<file path="src/rtl/swm_pkg.sv">
// Shared types and constants for the sliding-window median filter.
// No dependencies; compile first.
`default_nettype none

package swm_pkg;

    localparam int SWM_WIDTH  = 16;
    localparam int SWM_WINDOW = 9;

    typedef logic signed [SWM_WIDTH-1:0] sample_t;

    // Hand-off from one cell to the next cell up the sorted chain.
    typedef struct packed {
        sample_t rm;   // entry after the leaving sample is taken out
        logic    gt;   // new sample sorts strictly below rm
    } swm_link_t;

endpackage

`default_nettype wire

</file>
<file path="src/rtl/swm_if.sv">
// Valid/ready channel interfaces for the median filter's input and output words.
// Depends on swm_pkg.
`default_nettype none

interface swm_in_if;
    import swm_pkg::*;

    logic    valid;
    logic    ready;
    sample_t sample;

    modport source (output valid, output sample, input ready);
    modport sink   (input valid, input sample, output ready);
endinterface

interface swm_out_if;
    import swm_pkg::*;

    logic    valid;
    logic    ready;
    sample_t median;

    modport source (output valid, output median, input ready);
    modport sink   (input valid, input median, output ready);
endinterface

`default_nettype wire

</file>
<file path="src/rtl/sliding_window_median.sv">
// Sliding-window median filter. Each accepted word carries one signed 16-bit
// sample; the block answers with one word holding the median of the last WINDOW
// samples (entry WINDOW/2 of the window in ascending order, so the upper middle
// for even windows). After reset the window holds WINDOW zeros, which count as
// samples until pushed out. The window lives in a chain of WINDOW cells,
// each holding one arrival-order slot and one sorted slot; on a sample every
// cell updates at once from its neighbours. A sample is taken every cycle as
// long as the result of the previous one is taken in the same cycle (one word
// per cycle sustained); the median appears on the output in the cycle after
// its sample is accepted and is held there until the sink takes it.
// Throughput is set by the single output register: while it holds an untaken
// word, no sample is accepted.
// Depends on swm_pkg, swm_if and swm_cell.
`default_nettype none

module sliding_window_median #(
    parameter int WINDOW = swm_pkg::SWM_WINDOW
) (
    input wire        clk,
    input wire        rst_n,
    swm_in_if.sink    in,
    swm_out_if.source out
);
    import swm_pkg::*;

    localparam int MID = WINDOW / 2;

    sample_t   hist_q [WINDOW];
    sample_t   ord_q  [WINDOW];
    swm_link_t link_q [WINDOW];
    sample_t   leaving;
    logic      in_fire;
    logic      valid_reg;
    logic      valid_next;

    // Accept when the output slot is empty or being emptied this cycle.
    assign in.ready = !valid_reg || out.ready;
    assign in_fire  = in.valid && in.ready;
    assign leaving  = hist_q[WINDOW-1];

    for (genvar i = 0; i < WINDOW; i++)
    begin : g_cell
        sample_t   hist_in;
        sample_t   ord_hi;
        swm_link_t link_lo;

        if (i == 0)
        begin : g_lo_edge
            assign hist_in = in.sample;
            assign link_lo = '0;
        end
        else
        begin : g_lo_mid
            assign hist_in = hist_q[i-1];
            assign link_lo = link_q[i-1];
        end

        if (i == WINDOW - 1)
        begin : g_hi_edge
            assign ord_hi = ord_q[i];
        end
        else
        begin : g_hi_mid
            assign ord_hi = ord_q[i+1];
        end

        swm_cell #(
            .IS_LAST (i == WINDOW - 1)
        ) u_cell (
            .clk      (clk),
            .rst_n    (rst_n),
            .en       (in_fire),
            .fresh    (in.sample),
            .leaving  (leaving),
            .hist_in  (hist_in),
            .ord_hi   (ord_hi),
            .link_lo  (link_lo),
            .link_out (link_q[i]),
            .hist_out (hist_q[i]),
            .ord_out  (ord_q[i])
        );
    end

    // Output word: set on accept, drop once taken.
    always_comb
    begin
        valid_next = valid_reg;
        if (in_fire)
            valid_next = 1'b1;
        else if (out.ready)
            valid_next = 1'b0;
    end

    always_ff @(posedge clk or negedge rst_n)
    begin
        if (!rst_n)
            valid_reg <= 1'b0;
        else
            valid_reg <= valid_next;
    end

    // The sorted slots only move on accept, so the middle slot holds the
    // pending median for as long as the word waits.
    assign out.valid  = valid_reg;
    assign out.median = ord_q[MID];

    // ---------------------------------------------------------------- checks
    a_fire_gives_word: assert property (@(posedge clk) disable iff (!rst_n)
        in_fire |=> out.valid)
        else $error("accepted sample produced no output word");

    a_empty_accepts: assert property (@(posedge clk) disable iff (!rst_n)
        !out.valid |-> in.ready)
        else $error("input stalled with empty output slot");

    a_taken_clears: assert property (@(posedge clk) disable iff (!rst_n)
        (out.valid && out.ready && !in_fire) |=> !out.valid)
        else $error("output word repeated after being taken");

    a_median_held: assert property (@(posedge clk) disable iff (!rst_n)
        (out.valid && !out.ready) |=> $stable(ord_q[MID]))
        else $error("pending median changed while stalled");

    for (genvar k = 0; k + 1 < WINDOW; k++)
    begin : g_chk_sorted
        a_sorted: assert property (@(posedge clk) disable iff (!rst_n)
            ord_q[k] <= ord_q[k+1])
            else $error("sorted chain out of order");
    end

endmodule

`default_nettype wire

</file>
<file path="src/rtl/swm_cell.sv">
// One cell of the median chain: one history slot and one sorted slot.
// Depends on swm_pkg.
`default_nettype none

module swm_cell #(
    parameter bit IS_LAST = 1'b0
) (
    input  wire                  clk,
    input  wire                  rst_n,
    input  wire                  en,
    input  swm_pkg::sample_t     fresh,
    input  swm_pkg::sample_t     leaving,
    input  swm_pkg::sample_t     hist_in,
    input  swm_pkg::sample_t     ord_hi,
    input  swm_pkg::swm_link_t   link_lo,
    output swm_pkg::swm_link_t   link_out,
    output swm_pkg::sample_t     hist_out,
    output swm_pkg::sample_t     ord_out
);
    import swm_pkg::*;

    sample_t hist_reg;
    sample_t hist_next;
    sample_t ord_reg;
    sample_t ord_next;
    sample_t rm;
    logic    gt;

    // The sorted slots are ascending and always hold the leaving sample, so
    // every slot at or above its first copy pulls its upper neighbour down.
    assign rm = (!IS_LAST && (ord_reg >= leaving)) ? ord_hi : ord_reg;
    // The top slot always takes the new sample if nothing below did.
    assign gt = IS_LAST ? 1'b1 : (fresh < rm);

    always_comb
    begin
        hist_next = hist_reg;
        ord_next  = ord_reg;
        if (en)
        begin
            hist_next = hist_in;
            if (link_lo.gt)
                ord_next = link_lo.rm;
            else if (gt)
                ord_next = fresh;
            else
                ord_next = rm;
        end
    end

    always_ff @(posedge clk or negedge rst_n)
    begin
        if (!rst_n)
        begin
            hist_reg <= '0;
            ord_reg  <= '0;
        end
        else
        begin
            hist_reg <= hist_next;
            ord_reg  <= ord_next;
        end
    end

    assign link_out.rm = rm;
    assign link_out.gt = gt;
    assign hist_out    = hist_reg;
    assign ord_out     = ord_reg;

endmodule

`default_nettype wire
</file>
<file path="src/flat_wrapper.sv">
// flat-port wrapper written by rule: the top's interface ports become plain ports
module sliding_window_median_flat import swm_pkg::*;
#(
    parameter int WINDOW = swm_pkg::SWM_WINDOW
)
  (clk, rst_n, in_valid, in_sample, in_ready, out_valid, out_median, out_ready);
  swm_in_if in_i ();
  swm_out_if out_i ();
  input wire clk;
  input wire rst_n;
  input wire logic [$bits(in_i.valid)-1:0] in_valid;
  input wire logic [$bits(in_i.sample)-1:0] in_sample;
  output wire logic [$bits(in_i.ready)-1:0] in_ready;
  output wire logic [$bits(out_i.valid)-1:0] out_valid;
  output wire logic [$bits(out_i.median)-1:0] out_median;
  input wire logic [$bits(out_i.ready)-1:0] out_ready;
  assign in_i.valid = in_valid;
  assign in_i.sample = in_sample;
  assign in_ready = in_i.ready;
  assign out_valid = out_i.valid;
  assign out_median = out_i.median;
  assign out_i.ready = out_ready;
  sliding_window_median #(.WINDOW(WINDOW)) u_core (.clk(clk), .rst_n(rst_n), .in(in_i), .out(out_i));
endmodule
</file>
<file path="config.mk">
export PLATFORM = sky130hd
export DESIGN_NAME = sliding_window_median_flat
export DESIGN_NICKNAME = d
export VERILOG_FILES = /design/src/rtl/swm_pkg.sv /design/src/rtl/swm_if.sv /design/src/rtl/sliding_window_median.sv /design/src/rtl/swm_cell.sv /design/src/flat_wrapper.sv
export SDC_FILE = /design/constraint.sdc
export NUM_CORES = 1
export LEC_CHECK = 0
export BUFFER_PORTS_ARGS = -buffer_cell sky130_fd_sc_hd__buf_4
export CAP_MARGIN = 15
export CELL_PAD_IN_SITES_DETAIL_PLACEMENT = 1
export CELL_PAD_IN_SITES_GLOBAL_PLACEMENT = 2
export CORE_UTILIZATION = 41
export CTS_BUF_LIST = sky130_fd_sc_hd__clkbuf_16
export DETAILED_ROUTE_END_ITERATION = 7
export GPL_TIMING_DRIVEN = 1
export PLACE_DENSITY = 0.91
export SYNTH_ARGS = -nofsm -noshare
export SYNTH_HDL_FRONTEND = slang
export SYNTH_SLANG_ARGS = --single-unit
</file>
<file path="constraint.sdc">
create_clock -name clk -period 6.5 [get_ports clk]
set_input_delay 0.975 -clock clk [delete_from_list [all_inputs] [get_ports clk]]
set_output_delay 0.975 -clock clk [all_outputs]
set_load 0.1 [all_outputs]
</file>
# After elaboration in Yosys (flattened, before gate mapping)
# Index checks and enable logic that the tools add are counted.
# totals
register_bits	289
latchBits	0
ram_bits	0
mem_bits_ro	0
in_bits	20
out_inout_bits	18
wordCells	65
memories	0
# classes
addsub	0
mul	0
n_div	0
magnitude_cmp	16
n_eq_ne	0
shift	0
n_mux	26
bitwise	0
reduce_logical	4
# op_table
op	n
two-way mux 16 bit	24
>= comparator 16 bit	8
less-than comparator 16 bit	8
two-way mux 1 bit	2
nonzero test 2 bit	1
logical AND 1 bit	1
zero test 1 bit	1
logical OR 1 bit	1

# Logic depth before layout (Yosys ltp)
# Gate-level depths: netlist of the first run.
# depth
word_depth	5
ltp_mapped	26
ltp_nobuf	21

# Modules after synthesis
# A second synthesis of the first run with hierarchy kept.
# unflattened
hier_cells	2405
area_unflattened_um2	23269.8
# modules_own_cells
module	n_inst	cells_per_inst	area_each_um2	seq_area_each_um2
swm_cell (u_core.g_cell[0].u_cell ...)	6	286	2733.9	800.8
swm_cell (u_core.g_cell[1].u_cell)	1	284	2701.3	800.8
swm_cell (u_core.g_cell[7].u_cell)	1	279	2633.8	800.8
swm_cell (u_core.g_cell[8].u_cell)	1	121	1473.9	800.8
sliding_window_median	1	5	57.6	25.0

# Worst setup path before layout of the first run
# No wires, ideal clock.
# synth_timing
path_type	register to register
from	register u_core.g_cell[8].u_cell.hist_reg[1]
to	register u_core.g_cell[6].u_cell.ord_reg[0]
setup_time_ps	76
arrival_time_ps	4821
required_ps	6424
slack_ps	1603
path_stages_with_launch	25
path_buffers	3
period_less_slack_ps	4897
path_cell_list	dfrtp_1 > inv_1 > ha_1 > nor2b_1 > o211ai_1 > a21oi_1 > o31ai_2 > and3_4 > xor2_1 > nor2_4 > buf_4 > mux2i_1 > ha_1 > a21o_1 > a21o_1 > a21o_1 > a21o_1 > a21o_1 > a2111oi_0 > o21ai_0 > a21o_1 > buf_6 > buf_6 > mux2_4 > o21ai_1
# synth_via
elab_chain_len	5
word_cells_on_any_way	8
cone_classes	4 x order compare; 4 x mux
# synth_lines
item	line_no	text
start, declared	swm_cell.sv:22	sample_t hist_reg;
start signal, assigned	swm_cell.sv:60	hist_reg <= hist_next;
>= comparator 16 bit	swm_cell.sv:31	assign rm = (!IS_LAST && (ord_reg >= leaving)) ? ord_hi : ord_reg;
two-way mux 16 bit	swm_cell.sv:31	
less-than comparator 16 bit	swm_cell.sv:33	assign gt = IS_LAST ? 1'b1 : (fresh < rm);
two-way mux 16 bit	swm_cell.sv:44	else if (gt)
two-way mux 16 bit (*)	swm_cell.sv:42	if (link_lo.gt)
end signal, assigned	swm_cell.sv:61	ord_reg <= ord_next;
end, declared	swm_cell.sv:24	sample_t ord_reg;
# Every way passes the cells marked *; elsewhere a longest branch is shown, timed or not.
# A chain may end at the register's enable or synchronous reset.

# Worst setup path in the final report of the first run
# layout_timing
from	register u_core.g_cell[8].u_cell.hist_reg[15]
to	register u_core.g_cell[5].u_cell.ord_reg[15]
# layout_via
elab_chain_len	5
word_cells_on_any_way	8
cone_classes	4 x order compare; 4 x mux
# layout_lines
item	line_no
>= comparator 16 bit	swm_cell.sv:31
two-way mux 16 bit	swm_cell.sv:31
less-than comparator 16 bit	swm_cell.sv:33
two-way mux 16 bit	swm_cell.sv:44
two-way mux 16 bit (*)	swm_cell.sv:42
end signal, assigned	swm_cell.sv:61
end, declared	swm_cell.sv:24
# Marked as above.

==> qor.yml, run 1 <==
worst_setup_path:
  reg2reg_to: "u_core.g_cell[5].u_cell.ord_out[15]"
  critPathCapture: "u_core.g_cell[5].u_cell.ord_out[15]"
  cp_slowest_cell: "sky130_fd_sc_hd__a21o_1"
  timing.critical_path.cells: "inv_1 > buf_4 > ha_1 > nand3_2 > or3_1 > clkinv_1 > o31ai_2 > and3_4 > xor2_1 > nor2_4 > buf_4 > mux2i_1 > ha_1 > nand4_1 > nor2_1 > and4_1 > o21ai_0 > a221oi_1 > o31a_1 > a21o_1 > buf_12 > mux2_2 > o21ai_1"
  worstSetupStartpointType: "flop"
  crit_arrival_ps: 6390
  worst_path_maximum_fanout: 24
  r2r_cells: 23
  setup.worst_path.start: "u_core.g_cell[8].u_cell.hist_out[15]"
  critical_path_class: "flop to flop"
  worst-endpoint-required_ps: 6990
  cpPeakStageDelay_ps: 670
  regToRegSetupSlack_ps: 600
  timing.rr.start: "u_core.g_cell[8].u_cell.hist_out[15]"
  critPathCaptureType: "flop"
timing:
  finClkSkew_ps: 26.4
  rsz0062_at_grt: "no"
  maxSlewViolCount: 0
  transition_time_of_the_tightest_slew_check_pin_ps: 896
  minimum_clock_period_after_layout_ps: 5900
  final_hold_viol_count: 0
  finalCritPeriodShare_pct: 90.8
  clock.fmax_mhz: 170
  sum_of_negative_setup_slack_ps: 0
  setup_viol: 0
  slew_headroom_pct: 40.2
drt:
  dr.pass1.iters: 6
  detail_route.wirelength_mm: 68.8
  wire_per_inst_um: 22.8
  viasPerCell: 5.96
  drc: 0
  dr.first_iter.drc_count: 1086
  postRouteAntennaNets: 0
  num_vias: 17964
floorplanning:
  floorplan.io_pins: 38
  die-area_sq_um: 51200
  y_dimension_of_the_die_um: 226
  design.core.area_sq_um: 49300
  fp.dieW_um: 226
  num_rows: 81
  initial_utilization_pct: 41.8
yosys:
  synth-xor-area-share_pct: 0.0850
  synth-simple-area-share_pct: 17.5
  total_standard_cell_area_after_synthesis_sq_um: 20600
  main_combinational_cell_family_by_area_after_synthesis: "simple AND/OR/NAND/NOR gates"
  synthesis.instances: 2309
  number_of_flops_mapped_to_enable_cells_by_yosys: 0
  sequential_to_total_area_share_from_yosys_stat_pct: 35.1
  synth.yosys.warnings: 0
  synth_fa_ha_area_share_pct: 15.1
  synth_async_sr_flop_share_pct: 100
  synth_compound_area_share_pct: 16.3
  yosysUniqueCellTypes: 78
  ys_seq_elements: 289
  share_of_synthesized_area_spent_on_multiplexers_pct: 11.7
  synthFlopType: "sky130_fd_sc_hd__dfrtp_1"
  synth.net_count: 2577
  post_synth.cell_area_avg_sq_um: 8.92
clock_network:
  cts_bufs_inserted: 37
  hold_buffers: 0
  clk_pin_slew_ps: 60
  htreeDepth: 2
  max-clock-path-buffers: 3
  clock_latency_on_the_worst_skew_pair_ps: 570
  cts.repair_timing.setup_buffer_count: 0
  clock_sinks: 289
  post_cts.resized_instances: 0
  clock-root-buffer: "sky130_fd_sc_hd__clkbuf_16"
  tritoncts_clock_tree: "done"
final_layout:
  drive_gt1_share_pct: 10.8
  n_fill_cell: 5761
  areaGrowthSynthToFinish_pct: 11.6
  fin_nets: 2591
min_path:
  min_path_type: "flop to flop"
global_routing:
  grt_pass1_vias: 19231
  grt_start_max_net_pins: 174
  grt_overflow_total: 0
  first_pass_grt_wire_length_mm: 108
  number_of_antenna_violations_at_the_first_check_in_global_routing: 0
  grtUsageTotal_pct: 27.4
placed_design:
  post-dp-hpwl_mm: 49.1
  port_buffers: 37
  globalplace.congestion: 0.947
outcome:
  result_of_the_run: "completed"
run:
  maxCapViolations: 0
==> routing by layer <==
layer | global-route usage, % | vias to the layer above | routed length [um] | share of wire, %
li1 | - | 8319 | - | -
met1 | 34.0 | 9079 | 29400 | 43
met2 | 46.5 | 392 | 33200 | 48
met3 | 4.84 | 174 | 3450 | 5.0
met4 | 12.1 | 0 | 2730 | 4.0
met5 | 0 | - | 0 | 0
==> critical path: cells and delay by family (launching register included) <==
| family | cells | cell delay [ps] |
|---|---|---|
| AND/OR/NAND/NOR | 7 | 1510 |
| buffers and inverters | 5 | 950 |
| multiplexers | 2 | 690 |
| XOR/XNOR | 1 | 180 |
| AO/OA/AOI/OAI | 6 | 1520 |
| adder cells (fa/ha/maj) | 2 | 670 |
| flip-flops | 1 | 330 |
==> area by class of cell <==
cell class	count	area (sq um)	share of cell area (%)
Timing Repair Buffer	100	871	3.79
Tap cell	664	831	3.61
Clock buffer	39	976	4.25
Inverter	83	312	1.36
Clock inverter	28	240	1.05
Sequential cell	289	7230	31.5
Antenna cell	1	2.50	0.0109
Multi-Input combinational cell	1812	12500	54.5
==> synthesized netlist by cell type (all sizes together), types with 35 or more instances <==
cell,instances,area share [%]
mux2,83,4.7
a21o,58,2.1
nand2,473,8.6
ha,248,15
o21ai,137,3.3
mux2i,141,6.9
nand3,47,1.2
nand4,40,1.2
buf,45,1.4
o31ai,35,1.4
a21oi,126,3.1
nor2,130,2.4
inv,82,1.5
a22oi,43,1.6
nor3,45,1.2
clkbuf,80,1.5
dfrtp,289,35
==> cell families (layout without fill, tap and decap cells) <==
kind of cell / Yosys count / in the layout
muxes: 224 / 224
AOI/OAI and AO/OA: 515 / 515
xor gates and xnor gates: 2 / 2
buffers and inverters: 208 / 250
adders and majority gates: 248 / 248
other: 0 / 1
DFF: 289 / 289
and+or+nand+nor: 823 / 823
==> through the flow <==
stage	hold WS [ps]	setup slack, ps	utilization (%)	instance area (sq um)	cells
after detailed placement	456	662	44.2	21800	2948
after floorplan	439	1600	-	20600	2309
final	454	601	46.7	23000	3016
after global placement	446	862	44.2	21800	2948
after CTS	462	626	46.7	23000	3015
after global routing	479	197	46.7	23000	3015
==> cells in the final DEF (no fill, tap or decap), types with 5 or more instances in the layout <==
cell and n:
sky130_fd_sc_hd__o21ai_1 35, sky130_fd_sc_hd__buf_12 9, sky130_fd_sc_hd__o31ai_1 33, sky130_fd_sc_hd__nand4_1 40
sky130_fd_sc_hd__ha_1 248, sky130_fd_sc_hd__and3_1 7, sky130_fd_sc_hd__a21o_1 58, sky130_fd_sc_hd__and4_1 5
sky130_fd_sc_hd__clkinv_2 6, sky130_fd_sc_hd__a221o_1 19, sky130_fd_sc_hd__nor3_1 42, sky130_fd_sc_hd__or3_1 28
sky130_fd_sc_hd__inv_1 85, sky130_fd_sc_hd__mux2_2 57, sky130_fd_sc_hd__o311ai_1 5, sky130_fd_sc_hd__mux2i_1 137
sky130_fd_sc_hd__buf_4 90, sky130_fd_sc_hd__o21ai_0 101, sky130_fd_sc_hd__nand2b_1 13, sky130_fd_sc_hd__a211oi_1 8
sky130_fd_sc_hd__mux2_4 11, sky130_fd_sc_hd__o311ai_0 9, sky130_fd_sc_hd__a2111oi_0 7, sky130_fd_sc_hd__o21a_1 6
sky130_fd_sc_hd__o211ai_1 10, sky130_fd_sc_hd__clkbuf_16 39, sky130_fd_sc_hd__nor2_1 129, sky130_fd_sc_hd__a21oi_1 123
sky130_fd_sc_hd__o22ai_1 20, sky130_fd_sc_hd__clkinv_1 11, sky130_fd_sc_hd__nand3_1 46, sky130_fd_sc_hd__nor2b_1 17
sky130_fd_sc_hd__mux2_1 15, sky130_fd_sc_hd__dfrtp_1 289, sky130_fd_sc_hd__a22oi_1 43, sky130_fd_sc_hd__nand2_1 472
==> worst min-delay path by stage <==
stage                                      endpoint                            startpoint  depth (start not counted)  slack [ps]
2_1_floorplan   u_core.g_cell[1].u_cell.hist_out[0]   u_core.g_cell[0].u_cell.hist_out[0]                          2         440
3_3_place_gp   u_core.g_cell[1].u_cell.hist_out[14]  u_core.g_cell[0].u_cell.hist_out[14]                          2         450
3_5_place_dp    u_core.g_cell[2].u_cell.hist_out[8]   u_core.g_cell[1].u_cell.hist_out[8]                          2         460
4_1_cts         u_core.g_cell[6].u_cell.hist_out[7]   u_core.g_cell[5].u_cell.hist_out[7]                          2         460
5_1_grt         u_core.g_cell[6].u_cell.hist_out[7]   u_core.g_cell[5].u_cell.hist_out[7]                          2         480
6_report        u_core.g_cell[6].u_cell.hist_out[7]   u_core.g_cell[5].u_cell.hist_out[7]                          2         450
Power of run 1 is not shown: default switching activity piles up to over one toggle a cycle in this logic, so the estimate is an artifact.
==> run 2: changes to the inputs <==
Settings changed: CORE_UTILIZATION 41 to 37, PLACE_DENSITY 0.91 to 0.88.
Clock period 6.5 ns to 5.2 ns, I/O delays scaled along.
==> run 2 against run 1 <==
The run now ends with negative setup slack left. Final cell count rose by 7.6%. Global-route usage fell by 2.3 points. Die area rose by 11%. Via count rose by 4.8%. Non-clock buffer count rose by 149. Worst hold slack got worse by 240 ps. Clock skew rose by 8.7 ps. First-iteration DRC count rose by 25%. Final area rose by 9.5%. Critical path type unchanged. Highest routed layer unchanged.
==> qor.yml, run 2 (same netlist as run 1, synthesis figures left out) <==
floorplanning:
  fp.dieW_um: 238
  y_dimension_of_the_die_um: 238
  floorplan.io_pins: 38
  die-area_sq_um: 56600
  design.core.area_sq_um: 55100
  initial_utilization_pct: 37.4
  num_rows: 86
worst_setup_path:
  cp_num_buf_inv: 5
  setup.worst_path.start: "u_core.g_cell[8].u_cell.hist_out[11]"
  cpPeakStageDelay_ps: 390
  r2r_cells: 22
  critPathCaptureType: "flop"
  cp_slowest_cell: "sky130_fd_sc_hd__mux2i_1"
  crit_arrival_ps: 5690
  timing.critical_path.cells: "clkinvlp_4 > buf_4 > ha_1 > nand3_1 > or3_4 > clkinv_1 > o31ai_4 > and3_4 > xor2_2 > nor2_4 > buf_4 > mux2i_1 > ha_1 > a21o_1 > a21o_1 > a21oi_1 > a221oi_1 > o31a_1 > a21o_4 > buf_12 > mux2_4 > o21ai_1"
  regToRegSetupSlack_ps: -20
  worst_path_maximum_fanout: 11
  reg2reg_to: "u_core.g_cell[5].u_cell.ord_out[6]"
  critical_path_class: "flop to flop"
  worst-endpoint-required_ps: 5670
  worstSetupStartpointType: "flop"
  critical_path.top_delay_family: "compound AO/OA/AOI/OAI gates"
  timing.rr.start: "u_core.g_cell[8].u_cell.hist_out[11]"
timing:
  maxSlewViolCount: 0
  finClkSkew_ps: 35.2
  transition_time_of_the_tightest_slew_check_pin_ps: 1000
  slew_headroom_pct: 33.2
  setup_viol: 7
  final_hold_viol_count: 0
  finalCritPeriodShare_pct: 100
  minimum_clock_period_after_layout_ps: 5220
  finalWorstSetupSlack_ps: -17.6
  clock.fmax_mhz: 192
  sum_of_negative_setup_slack_ps: -59.3
min_path:
  min_path_type: "primary input to asynchronous set/reset pin"
final_layout:
  drive_gt1_share_pct: 19.6
  layout_common_cells: "471 x sky130_fd_sc_hd__nand2_1, 289 x sky130_fd_sc_hd__dfrtp_1, 237 x sky130_fd_sc_hd__ha_1"
  post_route_non_filler_standard_cell_count: 3246
  final_common_cell: "sky130_fd_sc_hd__nand2_1"
  multi_input_gate_area_sq_um: 13100
  fin_nets: 2740
  fin_util_pct: 45.7
  n_fill_cell: 6269
  post-route-cell-area_sq_um: 25200
  areaGrowthSynthToFinish_pct: 22.2
  area.sequential_sq_um: 7230
  insertedDiodeCount: 0
clock_network:
  clock_sinks: 289
  htreeDepth: 2
  clk_pin_slew_ps: 60
  cts_bufs_inserted: 37
  clock-root-buffer: "sky130_fd_sc_hd__clkbuf_16"
  max-clock-path-buffers: 3
  tritoncts_clock_tree: "done"
  clock_latency_on_the_worst_skew_pair_ps: 580
drt:
  viasPerCell: 5.80
  postRouteAntennaNets: 0
  dr.pass1.iters: 5
  dr.first_iter.drc_count: 1355
  num_vias: 18823
  wire_per_inst_um: 22.9
  drc: 0
  detail_route.wirelength_mm: 74.2
placed_design:
  globalplace.congestion: 0.948
  port_buffers: 37
  numPlacedInstances: 3125
  dpl_cell_area_sq_um: 22700
  post-dp-hpwl_mm: 50.8
outcome:
  violated_checks: "negative setup slack"
  result_of_the_run: "complete, but fails checks"
global_routing:
  grt_pass1_vias: 19708
  grt_overflow_total: 0
  grtUsageTotal_pct: 25.1
  number_of_antenna_violations_at_the_first_check_in_global_routing: 0
  grt_start_max_net_pins: 120
  first_pass_grt_wire_length_mm: 112
run:
  maxCapViolations: 0
## run 2: cell types whose count changed in the layout (fill, tap and decap cells not counted), sizes merged
cell      change
buf         +142
clkbuf        +6
clkinv        -8
bufbuf        +1
clkinvlp      +3
diode         -1
inv           +3
## run 2: metrics by stage
stage / setup slack (ps) / hold slack [ps]
2_1_floorplan: 303 / 439
3_3_place_gp: -3.29 / 445
3_5_place_dp: -186 / 453
4_1_cts: -3.47 / 247
5_1_grt: -179 / 278
6_report: -17.6 / 218
## run 2: how the worst max path moves through the flow
stage	slack, ps	cells past startpoint	endpoint
floorplan	300	24	u_core.g_cell[6].u_cell.ord_out[0]
global placement	-3	20	u_core.g_cell[4].u_cell.ord_out[5]
detailed placement	-190	19	u_core.g_cell[4].u_cell.ord_out[7]
CTS	-3	20	u_core.g_cell[5].u_cell.ord_out[6]
global route	-180	20	u_core.g_cell[4].u_cell.ord_out[12]
finish	-20	22	u_core.g_cell[5].u_cell.ord_out[6]
## run 2: timing repair
action / CTS / global route
endpoints found under the hold margin: 0 / 0
setup endpoints to repair: 80 / 144
gates resized for setup: 16 / 143
gates cloned: 2 / 6
hold buffers: 0 / 0
pin swaps: 3 / 36
buffers inserted: 9 / 40
## run 2: layout make-up
type / count / share of cell area (%)
clock buffers: 39 / 3.88
flip-flops and latches: 289 / 28.7
well taps: 748 / 3.72
inverters: 83 / 1.28
clock inverters: 26 / 0.899
repair buffers: 249 / 9.43
multi-input cells: 1812 / 52.1
## run 2: layer usage
layer,vias to the layer above,global-route usage (%),part of all wire [%]
met3,197,3.07,4.1
met5,-,0,0
met4,0,11.5,4.5
met2,478,41.9,47
met1,9531,32.5,44
li1,8617,-,-
## run 2: worst reg2reg max path, cell delays in order, from the launching register on
cell and delay [ps]:
sky130_fd_sc_hd__dfrtp_1 370, sky130_fd_sc_hd__clkinvlp_4 210, sky130_fd_sc_hd__buf_4 200, sky130_fd_sc_hd__ha_1 280
sky130_fd_sc_hd__nand3_1 110, sky130_fd_sc_hd__or3_4 380, sky130_fd_sc_hd__clkinv_1 90, sky130_fd_sc_hd__o31ai_4 90
sky130_fd_sc_hd__and3_4 210, sky130_fd_sc_hd__xor2_2 160, sky130_fd_sc_hd__nor2_4 160, sky130_fd_sc_hd__buf_4 220
sky130_fd_sc_hd__mux2i_1 400, sky130_fd_sc_hd__ha_1 330, sky130_fd_sc_hd__a21o_1 190, sky130_fd_sc_hd__a21o_1 180
sky130_fd_sc_hd__a21oi_1 330, sky130_fd_sc_hd__a221oi_1 190, sky130_fd_sc_hd__o31a_1 170, sky130_fd_sc_hd__a21o_4 280
sky130_fd_sc_hd__buf_12 170, sky130_fd_sc_hd__mux2_4 300, sky130_fd_sc_hd__o21ai_1 140
Power of run 2 is left out for the same reason.
==> run 3: changes to the inputs <==
Settings changed: CORE_UTILIZATION 37 to 38, PLACE_DENSITY 0.88 to 0.87, SYNTH_HIERARCHICAL set to 1.
==> run 3 against run 2 <==
The run now ends clean. Routed wire length up 5.1%. Count of clock-buffer cells in the layout down 2. Final cell count up 2.4%. Via count up 2.6%. Flip-flop and latch count unchanged. Setup slack better by 140 ps. Synthesized cell count up 4.1%. Core utilization down 1.6 points. Sequential share of layout area down 1.5 points. Area after synthesis up 13%. Register-to-register slack better by 140 ps. Global-route usage down 0.30 points. Critical endpoint is now u_core/g_cell[1].u_cell/ord_out[5]. Highest routed layer unchanged.
==> qor.yml, run 3 <==
worst_setup_path:
  worst-endpoint-required_ps: 5640
  reg2reg_to: "u_core/g_cell[1].u_cell/ord_out[5]"
  worst_path_maximum_fanout: 14
  cp_slowest_cell: "sky130_fd_sc_hd__dfrtp_2"
  timing.rr.start: "u_core/g_cell[8].u_cell/hist_out[15]"
  setup.worst_path.start: "u_core/g_cell[8].u_cell/hist_out[15]"
  critical_path_class: "flop to flop"
  critical_path.top_delay_family: "compound AO/OA/AOI/OAI gates"
  cpPeakStageDelay_ps: 470
  timing.critical_path.cells: "inv_1 > ha_2 > nand4_2 > nor2_1 > a221oi_1 > buf_4 > and3_4 > mux2i_4 > buf_6 > mux2_2 > inv_1 > ha_1 > a21o_1 > a21oi_1 > o211ai_1 > a311o_1 > a221oi_4 > buf_6 > buf_12 > mux2i_1 > o31ai_1"
  crit_arrival_ps: 5520
  worstSetupStartpointType: "flop"
  r2r_cells: 21
  cp_num_buf_inv: 6
  critPathCapture: "u_core/g_cell[1].u_cell/ord_out[5]"
  regToRegSetupSlack_ps: 130
  critical_path_stages: 21
  critPathCaptureType: "flop"
floorplanning:
  fp.dieW_um: 249
  floorplan.io_pins: 38
  design.core.area_sq_um: 60500
  die-area_sq_um: 62200
  num_rows: 90
  initial_utilization_pct: 38.5
  y_dimension_of_the_die_um: 249
drt:
  postRouteAntennaNets: 0
  drc: 0
  dr.first_iter.drc_count: 1132
  num_vias: 19315
  wire_per_inst_um: 23.5
  detail_route.wirelength_mm: 78.0
  viasPerCell: 5.81
  dr.pass1.iters: 5
final_layout:
  area.sequential_sq_um: 7260
  insertedDiodeCount: 0
  layout_common_cells: "286 x sky130_fd_sc_hd__inv_1, 268 x sky130_fd_sc_hd__dfrtp_1, 261 x sky130_fd_sc_hd__mux2_2"
  final_common_cell: "sky130_fd_sc_hd__inv_1"
  multi_input_gate_area_sq_um: 14500
  n_fill_cell: 6766
  fin_nets: 2780
  areaGrowthSynthToFinish_pct: 14.7
  drive_gt1_share_pct: 24.2
clock_network:
  hold_buffers: 0
  clk_pin_slew_ps: 60
  cts_bufs_inserted: 37
  clock-root-buffer: "sky130_fd_sc_hd__clkbuf_16"
  clock_latency_on_the_worst_skew_pair_ps: 570
  max-clock-path-buffers: 3
  htreeDepth: 2
  clock_sinks: 289
  tritoncts_clock_tree: "done"
timing:
  minimum_clock_period_after_layout_ps: 5070
  whs_ps: 112
  maxSlewViolCount: 0
  final_hold_viol_count: 0
  transition_time_of_the_tightest_slew_check_pin_ps: 877
  setup_viol: 0
  finClkSkew_ps: 15.3
  finalCritPeriodShare_pct: 97.6
  slew_headroom_pct: 41.5
  clock.fmax_mhz: 197
  rsz0062_at_grt: "yes"
yosys:
  post_synth.cell_area_avg_sq_um: 9.68
  synthesis.instances: 2403
  total_standard_cell_area_after_synthesis_sq_um: 23300
  synth.yosys.warnings: 6
global_routing:
  grt_overflow_total: 0
  number_of_antenna_violations_at_the_first_check_in_global_routing: 0
  grt_start_max_net_pins: 133
  grtUsageTotal_pct: 24.8
  first_pass_grt_wire_length_mm: 121
  grt_pass1_vias: 20506
placed_design:
  port_buffers: 37
  post-dp-hpwl_mm: 55.3
  globalplace.congestion: 0.936
outcome:
  result_of_the_run: "completed"
min_path:
  min_path_type: "primary input to asynchronous set/reset pin"
run:
  maxCapViolations: 0
## run 3: worst reg2reg max path: stages, from the launching register on
cell and delay [ps]:
sky130_fd_sc_hd__dfrtp_2 470, sky130_fd_sc_hd__inv_1 90, sky130_fd_sc_hd__ha_2 330, sky130_fd_sc_hd__nand4_2 190, sky130_fd_sc_hd__nor2_1 70, sky130_fd_sc_hd__a221oi_1 290
sky130_fd_sc_hd__buf_4 180, sky130_fd_sc_hd__and3_4 230, sky130_fd_sc_hd__mux2i_4 330, sky130_fd_sc_hd__buf_6 170, sky130_fd_sc_hd__mux2_2 380, sky130_fd_sc_hd__inv_1 70
sky130_fd_sc_hd__ha_1 250, sky130_fd_sc_hd__a21o_1 180, sky130_fd_sc_hd__a21oi_1 200, sky130_fd_sc_hd__o211ai_1 150, sky130_fd_sc_hd__a311o_1 370, sky130_fd_sc_hd__a221oi_4 320
sky130_fd_sc_hd__buf_6 170, sky130_fd_sc_hd__buf_12 150, sky130_fd_sc_hd__mux2i_1 290, sky130_fd_sc_hd__o31ai_1 100
## run 3: how the worst min path moves through the flow
| stage | cells past startpoint | slack, ps | end | start |
|---|---|---|---|---|
| CTS | 1 | 120 | u_core/g_cell[5].u_cell/ord_out[15] | rst_n |
| global placement | 1 | 480 | u_core/g_cell[2].u_cell/hist_out[14] | u_core/g_cell[1].u_cell/hist_out[14] |
| global route | 1 | 140 | u_core/g_cell[5].u_cell/ord_out[12] | rst_n |
| finish | 1 | 110 | u_core/g_cell[5].u_cell/ord_out[12] | rst_n |
| floorplan | 1 | 470 | u_core/g_cell[0].u_cell/hist_out[10] | u_core/g_cell[0].u_cell/hist_out[10] |
| detailed placement | 1 | 490 | u_core/g_cell[0].u_cell/hist_out[12] | u_core/g_cell[0].u_cell/hist_out[12] |
## run 3: cell type report
class                      count  area share, %
inverter                     280           3.94
tap                          782           3.67
timing repair buffer         176           6.32
multi-input combinational   1728           54.2
sequential                   289           27.2
clock buffer                  37           3.47
clock inverter                31           1.14
## run 3: timing repair
item,CTS,global route
endpoints found under the setup margin,128,130
gates cloned,0,5
pin swaps,0,11
buffers inserted,4,20
gates resized for setup,18,46
## run 3: per-stage QoR
step | utilization, % | setup slack, ps | cells | cell area [sq um] | setup TNS (ps)
final | 44.1 | 126 | 3323 | 26700 | 0
after global routing | 44.1 | -61.1 | 3323 | 26700 | -655
after CTS | 43.3 | 3.71 | 3298 | 26200 | 0
after detailed placement | 41.1 | -267 | 3226 | 24900 | -18920
after global placement | 41.1 | -142 | 3226 | 24900 | -4060
after floorplan | - | 13.2 | 2423 | 23300 | 0
## run 3: routing by layer
| metal | vias to the layer above | track usage (%) | part of all wire (%) |
|---|---|---|---|
| li1 | 8865 | - | - |
| met2 | 445 | 41.2 | 47 |
| met3 | 155 | 2.96 | 4.3 |
| met1 | 9850 | 33.0 | 45 |
| met4 | 0 | 9.58 | 3.8 |
| met5 | - | 0 | 0 |
Power of run 3 is left out for the same reason.
